File: src/hdl/mrrc_pkg.sv
// Shared types and constants for the Modbus read response checker.
package mrrc_pkg;

	localparam int MAX_REGS_DEFAULT = 32;

	localparam int CRC_W = 16;
	localparam logic [CRC_W-1:0] CRC_INIT = 16'hFFFF;
	localparam logic [CRC_W-1:0] CRC_POLY = 16'hA001;

	localparam int CNT_W = 9;
	localparam logic [CNT_W-1:0] CNT_MAX = 9'd511;
	localparam logic [CNT_W-1:0] LEN_EXTRA_ONE = 9'd5;
	localparam logic [CNT_W-1:0] LEN_EXTRA_TWO = 9'd6;

	localparam int CFG_IDX_W = 2;
	localparam logic [CFG_IDX_W-1:0] CFG_EXP_ADDR = 2'd0;
	localparam logic [CFG_IDX_W-1:0] CFG_ADDR_TWO = 2'd1;
	localparam logic [CFG_IDX_W-1:0] CFG_FUNC     = 2'd2;
	localparam logic [CFG_IDX_W-1:0] CFG_REG_CNT  = 2'd3;

	typedef enum logic [2:0] {
		ST_OK      = 3'd0,
		ST_LENGTH  = 3'd1,
		ST_CRC     = 3'd2,
		ST_ADDRESS = 3'd3,
		ST_FUNC    = 3'd4,
		ST_COUNT   = 3'd5
	} status_t;

	// Control of the bit-serial CRC unit.
	typedef struct packed {
		logic       init;
		logic       start;
		logic [7:0] data;
	} crc_ctl_t;

endpackage

File: src/hdl/mrrc_crc.sv
// Bit-serial CRC-16 (reflected) unit, one input bit per clock.
module mrrc_crc (
	input  logic                     clk,
	input  logic                     arst_n,
	input  mrrc_pkg::crc_ctl_t       ctl,
	output logic                     busy,
	output logic [mrrc_pkg::CRC_W-1:0] crc
);
	import mrrc_pkg::*;

	logic [CRC_W-1:0] crc_q;
	logic [7:0]       sh_q;
	logic [2:0]       cnt_q;
	logic             busy_q;
	logic             fb;

	assign fb = crc_q[0] ^ sh_q[0];

	always_ff @(posedge clk or negedge arst_n) begin
		if (!arst_n) begin
			crc_q  <= CRC_INIT;
			busy_q <= 1'b0;
			cnt_q  <= '0;
			sh_q   <= '0;
		end else if (ctl.init) begin
			crc_q  <= CRC_INIT;
			busy_q <= 1'b0;
			cnt_q  <= '0;
		end else if (ctl.start) begin
			sh_q   <= ctl.data;
			busy_q <= 1'b1;
			cnt_q  <= '0;
		end else if (busy_q) begin
			crc_q  <= (crc_q >> 1) ^ (fb ? CRC_POLY : '0);
			sh_q   <= sh_q >> 1;
			cnt_q  <= cnt_q + 3'd1;
			if (cnt_q == 3'd7) begin
				busy_q <= 1'b0;
			end
		end
	end

	assign busy = busy_q;
	assign crc  = crc_q;

endmodule

File: src/hdl/mrrc_regfile.sv
// Register value buffer: one write port, one registered read port.
module mrrc_regfile #(
	parameter int DEPTH = mrrc_pkg::MAX_REGS_DEFAULT,
	parameter int AW = (DEPTH > 1) ? $clog2(DEPTH) : 1
) (
	input  logic          clk,
	input  logic          wr_en,
	input  logic [AW-1:0] wr_addr,
	input  logic [15:0]   wr_data,
	input  logic          rd_en,
	input  logic [AW-1:0] rd_addr,
	output logic [15:0]   rd_data
);
	logic [15:0] mem [DEPTH];
	logic [15:0] rd_data_q;

	always_ff @(posedge clk) begin
		if (wr_en) begin
			mem[wr_addr] <= wr_data;
		end
		if (rd_en) begin
			rd_data_q <= mem[rd_addr];
		end
	end

	assign rd_data = rd_data_q;

endmodule

File: src/hdl/modbus_read_response_checker_core.sv
// Top level of the Modbus RTU read-registers response checker.
// A byte request is accepted and run through the bit-serial CRC; then the block is idle again.
// After the end-of-frame byte a check state sets the status; each result of a good frame then
// needs a value buffer read and is offered in the next cycle, held while the output stalls.
// Throughput is set by the bit-serial CRC loop and the single read port of the value buffer.
// Reset (arst_n low, asynchronous) restores the configuration defaults and clears frame state.
module modbus_read_response_checker_core #(
	parameter int MAX_REGS = mrrc_pkg::MAX_REGS_DEFAULT
) (
	input  logic                          clk,
	input  logic                          arst_n,
	input  logic                          cfg_valid,
	output logic                          cfg_ready,
	input  logic [mrrc_pkg::CFG_IDX_W-1:0] cfg_index,
	input  logic [15:0]                   cfg_data,
	input  logic                          in_valid,
	output logic                          in_ready,
	input  logic [7:0]                    rx_byte,
	input  logic                          end_of_frame,
	output logic                          out_valid,
	input  logic                          out_ready,
	output logic [2:0]                    status,
	output logic [4:0]                    reg_index,
	output logic [15:0]                   reg_value,
	output logic                          last
);
	import mrrc_pkg::*;

	localparam int AW = (MAX_REGS > 1) ? $clog2(MAX_REGS) : 1;

	typedef enum logic [2:0] {
		S_IDLE,
		S_CRC,
		S_CHECK,
		S_READ,
		S_SEND
	} state_t;

	// Configuration registers. The port never stalls a write.
	logic [15:0] exp_addr_q;
	logic        addr_two_q;
	logic [7:0]  func_q;
	logic [5:0]  reg_cnt_q;

	// Per-frame state.
	logic [CNT_W-1:0] byte_cnt_q;
	logic             addr_match_q;
	logic             func_match_q;
	logic             cnt_match_q;
	logic [7:0]       hold_q;
	logic             eof_q;

	// Sequencer and output registers.
	state_t       state_q;
	status_t      status_q;
	logic         out_valid_q;
	logic         last_q;
	logic [AW-1:0] k_q;

	logic in_fire;
	logic out_fire;
	logic frame_done;

	crc_ctl_t         crc_ctl;
	logic             crc_busy;
	logic [CRC_W-1:0] crc_val;

	logic [2:0]       hdr;
	logic             in_body;
	logic [CNT_W-1:0] body_off;
	logic [7:0]       pair_idx;
	logic             wr_en;
	logic [15:0]      rd_data;

	logic             n_ok;
	logic [CNT_W-1:0] exp_len;
	status_t          check_st;

	assign cfg_ready = 1'b1;
	assign in_ready  = (state_q == S_IDLE);
	assign in_fire   = in_valid && in_ready;
	assign out_fire  = out_valid_q && out_ready;
	// The frame state returns to its reset values once the final result is taken.
	assign frame_done = out_fire && last_q;

	always_ff @(posedge clk or negedge arst_n) begin
		if (!arst_n) begin
			exp_addr_q <= 16'd1;
			addr_two_q <= 1'b0;
			func_q     <= 8'd3;
			reg_cnt_q  <= 6'd1;
		end else if (cfg_valid && cfg_ready) begin
			case (cfg_index)
				CFG_EXP_ADDR: exp_addr_q <= cfg_data;
				CFG_ADDR_TWO: addr_two_q <= cfg_data[0];
				CFG_FUNC:     func_q     <= cfg_data[7:0];
				CFG_REG_CNT:  reg_cnt_q  <= cfg_data[5:0];
				default:      exp_addr_q <= exp_addr_q;
			endcase
		end
	end

	// Header is three bytes (address, function, byte count), or four when the
	// address takes two bytes. Data bytes after the header pair up high byte first.
	assign hdr      = addr_two_q ? 3'd4 : 3'd3;
	assign in_body  = (byte_cnt_q >= CNT_W'(hdr));
	assign body_off = byte_cnt_q - CNT_W'(hdr);
	assign pair_idx = body_off[CNT_W-1:1];
	assign wr_en    = in_fire && in_body && body_off[0] && (pair_idx < 8'(MAX_REGS));

	always_ff @(posedge clk or negedge arst_n) begin
		if (!arst_n) begin
			byte_cnt_q   <= '0;
			addr_match_q <= 1'b1;
			func_match_q <= 1'b0;
			cnt_match_q  <= 1'b0;
			hold_q       <= '0;
			eof_q        <= 1'b0;
		end else if (frame_done) begin
			byte_cnt_q   <= '0;
			addr_match_q <= 1'b1;
			func_match_q <= 1'b0;
			cnt_match_q  <= 1'b0;
			hold_q       <= '0;
			eof_q        <= 1'b0;
		end else if (in_fire) begin
			eof_q <= end_of_frame;
			if (byte_cnt_q != CNT_MAX) begin
				byte_cnt_q <= byte_cnt_q + CNT_W'(1);
			end
			if (addr_two_q) begin
				if (byte_cnt_q == CNT_W'(0) && rx_byte != exp_addr_q[15:8]) begin
					addr_match_q <= 1'b0;
				end
				if (byte_cnt_q == CNT_W'(1) && rx_byte != exp_addr_q[7:0]) begin
					addr_match_q <= 1'b0;
				end
				if (byte_cnt_q == CNT_W'(2) && rx_byte == func_q) begin
					func_match_q <= 1'b1;
				end
				if (byte_cnt_q == CNT_W'(3) && rx_byte == {1'b0, reg_cnt_q, 1'b0}) begin
					cnt_match_q <= 1'b1;
				end
			end else begin
				if (byte_cnt_q == CNT_W'(0) && rx_byte != exp_addr_q[7:0]) begin
					addr_match_q <= 1'b0;
				end
				if (byte_cnt_q == CNT_W'(1) && rx_byte == func_q) begin
					func_match_q <= 1'b1;
				end
				if (byte_cnt_q == CNT_W'(2) && rx_byte == {1'b0, reg_cnt_q, 1'b0}) begin
					cnt_match_q <= 1'b1;
				end
			end
			if (in_body && !body_off[0]) begin
				hold_q <= rx_byte;
			end
		end
	end

	assign crc_ctl.init  = frame_done;
	assign crc_ctl.start = in_fire;
	assign crc_ctl.data  = rx_byte;

	mrrc_crc u_crc (
		.clk    (clk),
		.arst_n (arst_n),
		.ctl    (crc_ctl),
		.busy   (crc_busy),
		.crc    (crc_val)
	);

	mrrc_regfile #(
		.DEPTH (MAX_REGS),
		.AW    (AW)
	) u_regfile (
		.clk     (clk),
		.wr_en   (wr_en),
		.wr_addr (pair_idx[AW-1:0]),
		.wr_data ({hold_q, rx_byte}),
		.rd_en   (state_q == S_READ),
		.rd_addr (k_q),
		.rd_data (rd_data)
	);

	// End-of-frame checks in priority order: length, CRC residue, address,
	// function code, byte count. An out-of-range register count fails on length.
	assign n_ok    = (reg_cnt_q != 6'd0) && (reg_cnt_q <= 6'(MAX_REGS));
	assign exp_len = {2'b00, reg_cnt_q, 1'b0} + (addr_two_q ? LEN_EXTRA_TWO : LEN_EXTRA_ONE);

	always_comb begin
		if (!n_ok || byte_cnt_q != exp_len) begin
			check_st = ST_LENGTH;
		end else if (crc_val != '0) begin
			check_st = ST_CRC;
		end else if (!addr_match_q) begin
			check_st = ST_ADDRESS;
		end else if (!func_match_q) begin
			check_st = ST_FUNC;
		end else if (!cnt_match_q) begin
			check_st = ST_COUNT;
		end else begin
			check_st = ST_OK;
		end
	end

	// Sequencer: wait out the CRC, check at end of frame, then walk the value
	// buffer one entry per result. An error gives a single final result.
	always_ff @(posedge clk or negedge arst_n) begin
		if (!arst_n) begin
			state_q     <= S_IDLE;
			status_q    <= ST_OK;
			out_valid_q <= 1'b0;
			last_q      <= 1'b0;
			k_q         <= '0;
		end else begin
			case (state_q)
				S_IDLE: begin
					if (in_fire) begin
						state_q <= S_CRC;
					end
				end
				S_CRC: begin
					if (!crc_busy) begin
						state_q <= eof_q ? S_CHECK : S_IDLE;
					end
				end
				S_CHECK: begin
					status_q <= check_st;
					k_q      <= '0;
					if (check_st != ST_OK) begin
						out_valid_q <= 1'b1;
						last_q      <= 1'b1;
						state_q     <= S_SEND;
					end else begin
						state_q <= S_READ;
					end
				end
				S_READ: begin
					out_valid_q <= 1'b1;
					last_q      <= (6'(k_q) == reg_cnt_q - 6'd1);
					state_q     <= S_SEND;
				end
				S_SEND: begin
					if (out_ready) begin
						out_valid_q <= 1'b0;
						if (last_q) begin
							state_q <= S_IDLE;
						end else begin
							k_q     <= k_q + AW'(1);
							state_q <= S_READ;
						end
					end
				end
				default: begin
					state_q <= S_IDLE;
				end
			endcase
		end
	end

	assign out_valid = out_valid_q;
	assign status    = status_q;
	assign reg_index = (status_q == ST_OK) ? 5'(k_q) : 5'd0;
	assign reg_value = (status_q == ST_OK) ? rd_data : 16'd0;
	assign last      = last_q;

`ifndef SYNTHESIS
	// No new byte request may be taken while a result is pending.
	a_busy_while_out: assert property (@(posedge clk) disable iff (!arst_n)
		out_valid |-> !in_ready)
		else $error("byte accepted while a result is pending");

	// An error result is always the only and final one of its frame.
	a_err_single: assert property (@(posedge clk) disable iff (!arst_n)
		(out_valid && status != ST_OK) |-> (last && reg_index == 5'd0 && reg_value == 16'd0))
		else $error("error result is not a lone final result");

	// After a byte request the CRC unit must be running on it.
	a_crc_started: assert property (@(posedge clk) disable iff (!arst_n)
		(in_valid && in_ready) |=> (crc_busy && !in_ready))
		else $error("CRC unit did not start on an accepted byte");

	// Results of a successful frame come out in ascending register order.
	a_index_steps: assert property (@(posedge clk) disable iff (!arst_n)
		(out_valid && out_ready && !last && status == ST_OK) |=> ##1
		(reg_index == $past(reg_index, 2) + 5'd1))
		else $error("register index did not advance by one");
`endif

endmodule

File: config.mk
export PLATFORM = sky130hd
export DESIGN_NAME = modbus_read_response_checker_core
export DESIGN_NICKNAME = d
export VERILOG_FILES = /design/src/hdl/mrrc_pkg.sv /design/src/hdl/mrrc_crc.sv /design/src/hdl/mrrc_regfile.sv /design/src/hdl/modbus_read_response_checker_core.sv
export SDC_FILE = /design/constraint.sdc
export NUM_CORES = 1
export LEC_CHECK = 0
export BUFFER_PORTS_ARGS = -buffer_cell sky130_fd_sc_hd__buf_2
export CAP_MARGIN = 5
export CORE_ASPECT_RATIO = 0.75
export CORE_MARGIN = 4
export CORE_UTILIZATION = 50
export CTS_BUF_LIST = sky130_fd_sc_hd__clkbuf_2 sky130_fd_sc_hd__clkbuf_4 sky130_fd_sc_hd__clkbuf_8
export CTS_CLUSTER_SIZE = 14
export DETAILED_ROUTE_END_ITERATION = 7
export PLACE_DENSITY = 0.72
export SETUP_SLACK_MARGIN = 0.15
export SYNTH_ARGS = -nofsm -noshare
export SYNTH_HDL_FRONTEND = slang
export SYNTH_SLANG_ARGS = --single-unit
export TNS_END_PERCENT = 20
File: constraint.sdc
create_clock -name clk -period 6.95 [get_ports clk]
set_input_delay 0.695 -clock clk [delete_from_list [all_inputs] [get_ports clk]]
set_output_delay 0.695 -clock clk [all_outputs]
set_load 0.01 [all_outputs]
### After elaboration in Yosys (flattened, before gate mapping)

Memories as Yosys holds them, arrays and structs flattened. A register that Yosys moved wholly into a read port is not among the register bits.
Cells that the tools add are included.

* $add $sub $neg: 6
* $mul: 0
* divide/modulo/power cells: 0
* $lt $le $gt $ge: 3
* equality and inequality tests: 27
* shifts and indexed selects: 0
* multiplexer cells: 62
* bitwise logic cells: 3
* reduce and logical (&&, ||, !) cells: 52

Operators with widths (number)
* 2-to-1 mux 16 bit: 5
* 2-to-1 mux 8 bit: 5
* 2-to-1 mux 3 bit: 13
* 2-to-1 mux 9 bit: 3
* 2-to-1 mux 1 bit: 26
* equality test 9 x 2 -> 1 bit (second input constant): 2
* AND reduction 2 bit: 9
* AND reduction 3 bit: 6
* nonzero test 3 bit: 6
* inequality test 8 bit: 2
* nonzero test 16 bit: 1
* XOR 15 x 16 -> 16 bit: 1
* logical AND 1 bit: 15
* 2-to-1 mux 5 bit: 3
* one-hot mux 3 bit (5 select lines): 1
* nonzero test 2 bit: 7
* one-hot mux 5 bit (2 select lines): 1
* adder 9 x 1 -> 9 bit (second input constant): 1
* equality test 9 x 1 -> 1 bit (second input constant): 1
* greater-or-equal comparator 9 x 3 -> 1 bit: 1
* zero test 9 bit: 1
* inequality test 9 x 8 -> 1 bit: 1
* inequality test 9 bit (second input constant): 1
* subtractor 9 x 3 -> 9 bit: 1
* 28 further kinds: 40

* bits in registers: 93
* latch bits: 0
* RAM bits: 512
* ROM bits: 0
* output and inout bits: 28
* memories kept: 1

Memories
* u_regfile.mem: words 32, bits a word 16, read ports 1, clocked after memory_dff 1, write ports 1, line mrrc_regfile.sv:14 `logic [15:0] mem [DEPTH];`

### Depth between registers and ports, before layout

* depth after elaboration: 8
* gate-level depth with buffers: 10
* gate-level depth less buffers: 9

### Cells and area by module

From an unflattened synthesis, not the netlist that was laid out.

* cells, all modules: 1691
* area, all modules: 26196.4 µm²

By module, submodules not included
* mrrc_regfile: instances 1, cells an instance 1143, area each 20694.8 µm²
* modbus_read_response_checker_core: instances 1, cells an instance 415, area each 4146.5 µm²
* mrrc_crc: instances 1, cells an instance 133, area each 1355.0 µm²

### Worst setup path before layout

OpenSTA, ideal clock, no wires.

* path kind: register -> register
* start: reg addr_two_q
* end: mem u_regfile.mem[17][0], enable pin
* setup time: 409 ps
* arrival time: 3360 ps
* required time: 6541 ps
* path slack: 3180 ps
* stages on the path, launching flop included: 11
* buffers on the path: 1
* period minus slack after synthesis: 3770 ps
* cell sequence: dfrtp_1 clkbuf_1 inv_1 ha_1 fa_1 nor2b_1 nor3_1 xor2_1 nor4_4 nand2_1 nor3_1

* longest elaborated chain between the ends: 7
* elaborated cells between the ends (all ways): 9
* classes of those cells: add/sub (1); order compare (2); mux (3); reduce/logical (3)

Ends and longest elaborated chain
* start: declaration: line modbus_read_response_checker_core.sv:41 `logic addr_two_q;`
* start signal: assignment: line modbus_read_response_checker_core.sv:95 `CFG_ADDR_TWO: addr_two_q <= cfg_data[0];`
* 2-to-1 mux 3 bit *: line modbus_read_response_checker_core.sv:105 `assign hdr = addr_two_q ? 3'd4 : 3'd3;`
* branches (longest 6 deep; another with subtractor 9 x 3 -> 9 bit)
* end: declaration: line mrrc_regfile.sv:14

Every way passes the cells marked *.

### Worst setup path after layout

* start: reg addr_two_q
* end: mem u_regfile.mem[0][10], enable pin

The elaborated chain is that of the path after synthesis.

==> key figures <==
Finish
  – Antenna Cells: 0
  – Most common cell after layout, fill and taps aside: edfxtp_1
  – Most frequent cells in the layout: edfxtp_1, mux4_2, clkbuf_8
  – Storage cell area: 18200 um2
  – Nets: around 1500
  – Multi-input logic area: 6810 um2
  – Post-layout instance area: between 20000 and 30000 um2
  – Layout cells sized above 1: ~30%
  – P&R area growth vs syn: 11.1%
  – Fill cell count: 3738

Status
  – Status: finished clean

Setup path
  – Worst R2R Setup Slack: 2.90 ns
  – CP max-delay cell: nor2_2
  – CP arrival: 4.32 ns
  – Crit-path cells: inv_1 > ha_1 > fa_1 > nor2b_1 > nor3_1 > xor2_1 > nor4_4 > nand4_1 > nor2_2
  – R2R cell count: 9
  – Crit path launch type: flop
  – CP Max Fanout: 16
  – CP required: 7.22 ns
  – CP Buf/Inv Count: 1
  – CP delay by family, top: simple AND/OR/NAND/NOR gates
  – Reg2reg start: addr_two_q$_DFFE_PN0P_
  – Reg2Reg Capture Point: u_regfile.mem[0][10]$_DFFE_PP_
  – WS Path Type: reg2reg
  – Max incr delay on CP: 0.92 ns
  – Crit end category: flop

STA
  – Slew Limit Fails: 0
  – Worst relative slew slack: 16.5%
  – TNS Setup: 0 ns
  – RSZ-0062 raised after global routing: no
  – Final-report hold violation count: 0
  – Peak Freq: 0.247 GHz
  – Final setup fails: 0
  – Slew @ Worst Pin: 1.25 ns
  – Final setup skew: 0.0272 ns
  – Tcrit/Tclk final: between 50% and 60%
  – Final Critical Period: ~4.1 ns

CTS
  – Post_cts resized: 0
  – Worst-skew pair later-pin latency: 0.65 ns
  – Clk sinks: 621
  – Clock slew at reported path FFs: about 0.060 ns
  – Num CTS Buffers: 90
  – CTS hold repair buffers: 1
  – CTS Buffer Depth: 3
  – Setup bufs post-CTS: 0
  – CTS root buf: clkbuf_8
  – H-tree Lvls: 3
  – TritonCTS clock tree: done

Power
  – Total power: 0.0103 W
  – Peak supply drop: 212 uV
  – Leak: ~9.4 nW
  – Pwr Density: 366 nW/um2

Yosys
  – Post-Syn Area per Cell: between 15 and 20 um2
  – Number of synthesized register bits: 621
  – Synthesized cell area: 25400 um2
  – Seq/Total Area, Yosys: 71.7%
  – Yosys warnings: 0
  – Main synth FF type: edfxtp_1
  – Netlist cell types: 58
  – Async SR Flop Fraction: 15.0%
  – Cell count after synthesis: 1341
  – Post-synth EDFFs: 528
  – Net Count, Synth: between 1000 and 1500

Route
  – Drt initial violations: ~1400
  – DR vias/cell: between 5 and 6
  – Antenna-violating nets left: 0
  – Via count: 13000
  – Post-Route WL: 55500 um
  – # DRC: 0
  – DR WL/cell: between 20 and 30 um
  – TritonRoute pass-1 iters: 5

Placement
  – DP Wirelength: 33300 um
  – Dpl cell area: approximately 26000 um2
  – Number of I/O port buffers: between 50 and 60
  – Final GP Congestion: 0.813

Global route
  – Largest net degree at the start of global routing: 111
  – Number of global-route vias before repair: 13100
  – GRT Overall Usage: 20.9%
  – First-pass GRT wire length: 84300 um
  – Grt total ovfl: 0
  – Antenna violations before repair: 0

Hold path
  – Hold worst-path end: exp_addr_q[15]$_DFFE_PN0P_
  – Worst hold start: cfg_data[15]
  – Hold depth: 2
  – Hold Path Class: in2reg

Floorplan
  – Boundary Pins: 60
  – Initial core utilization: between 50% and 60%
  – Die Area: 54500 um2
  – Die height: 203 um
  – Row count: slightly above 70
  – Die Wd: 268 um
  – CORE AREA: 50200 um2

Job
  – Max-cap check violation count: 0
## cells by family after synthesis
logic type | Yosys count | synth area share, %
DFF | 621 | 71.7
and+or+nand+nor | 256 | 4.98
muxes | 220 | 16.8
buffers and inverters | 91 | 1.66
xor gates and xnor gates | 69 | 2.38
AOI/OAI and AO/OA | 67 | 1.62
adders and majority gates | 16 | 0.818
other | 1 | 0.0148
## report_power, final
| group | switching [W] | internal [W] |
|---|---|---|
| clock | 0.00134 | 0.00143 |
| combinational | 0.00136 | 0.00124 |
| sequential | 0.000438 | 0.00452 |
| total | 0.00315 | 0.00719 |
## synth_stat cells, types with 14 or more instances
cell	n	area (um2)
a21oi_1	24	120
and2_1	23	144
clkbuf_1	43	161
dfrtp_1	72	1800
dfstp_2	21	552
edfxtp_1	528	15900
ha_1	15	188
inv_1	14	52.6
mux2_1	31	349
mux2_2	16	180
mux4_2	160	3600
nand2_1	57	214
nand3_1	32	160
nor2_1	76	285
nor3_1	14	70.1
xnor2_1	27	236
xor2_1	42	368
## per-stage QoR
stage          util, %  worst slack [ns]  hold WS, ns  std cells
6_report          56.2              2.90        0.255       2167
5_1_grt           56.2              2.54        0.208       2167
3_3_place_gp      52.8              2.96        0.474       2014
4_1_cts           56.1              2.89        0.195       2166
3_5_place_dp      52.8              2.90        0.476       2014
2_1_floorplan        -              3.18        0.399       1341
## registers in the layout, summed over array words and instances, names as in the netlist, 3 cells and up
| register | flops |
|---|---|
| exp_addr_q | 16 |
| state_q | 3 |
| reg_cnt_q | 6 |
| status | 3 |
| u_crc.sh_q | 8 |
| u_crc.cnt_q | 3 |
| u_regfile.rd_data | 16 |
| k_q | 5 |
| u_regfile.mem | 512 |
| hold_q | 8 |
| func_q | 8 |
| byte_cnt_q | 9 |
| u_crc.crc | 16 |
## cell type report
cell class	instances	area share, %
clock buffer	116	5.24
clock inverter	35	0.745
inverter	14	0.186
multi-input combinational	629	24.1
sequential	621	64.6
tap	657	2.91
timing repair buffer	95	2.19
## worst max path at each step
stage	startpoint	to	cells after the start
after floorplan	addr_two_q$_DFFE_PN0P_	u_regfile.mem[17][0]$_DFFE_PP_	10
final	addr_two_q$_DFFE_PN0P_	u_regfile.mem[0][10]$_DFFE_PP_	9
after global placement	addr_two_q$_DFFE_PN0P_	u_regfile.mem[8][14]$_DFFE_PP_	9
after detailed placement	addr_two_q$_DFFE_PN0P_	u_regfile.mem[0][8]$_DFFE_PP_	9
after global routing	addr_two_q$_DFFE_PN0P_	u_regfile.mem[0][9]$_DFFE_PP_	9
after CTS	addr_two_q$_DFFE_PN0P_	u_regfile.mem[0][9]$_DFFE_PP_	9
## worst reg2reg max path: stages (launching register included)
cell     delay (ns)
dfrtp_1        0.54
inv_1          0.16
ha_1           0.25
fa_1           0.44
nor2b_1        0.19
nor3_1         0.08
xor2_1         0.17
nor4_4         0.43
nand4_1        0.48
nor2_2         0.92
## per-layer routing
metal  routed length, um  global-route usage [%]  up-vias
met3                4810                    4.41       61
met1               24600                    32.9     6761
met2               25300                    30.6      590
met5                   0                       0        -
met4                 795                    4.61        0
li1                    -                       -     5545
(Power assumes the default switching activity.)
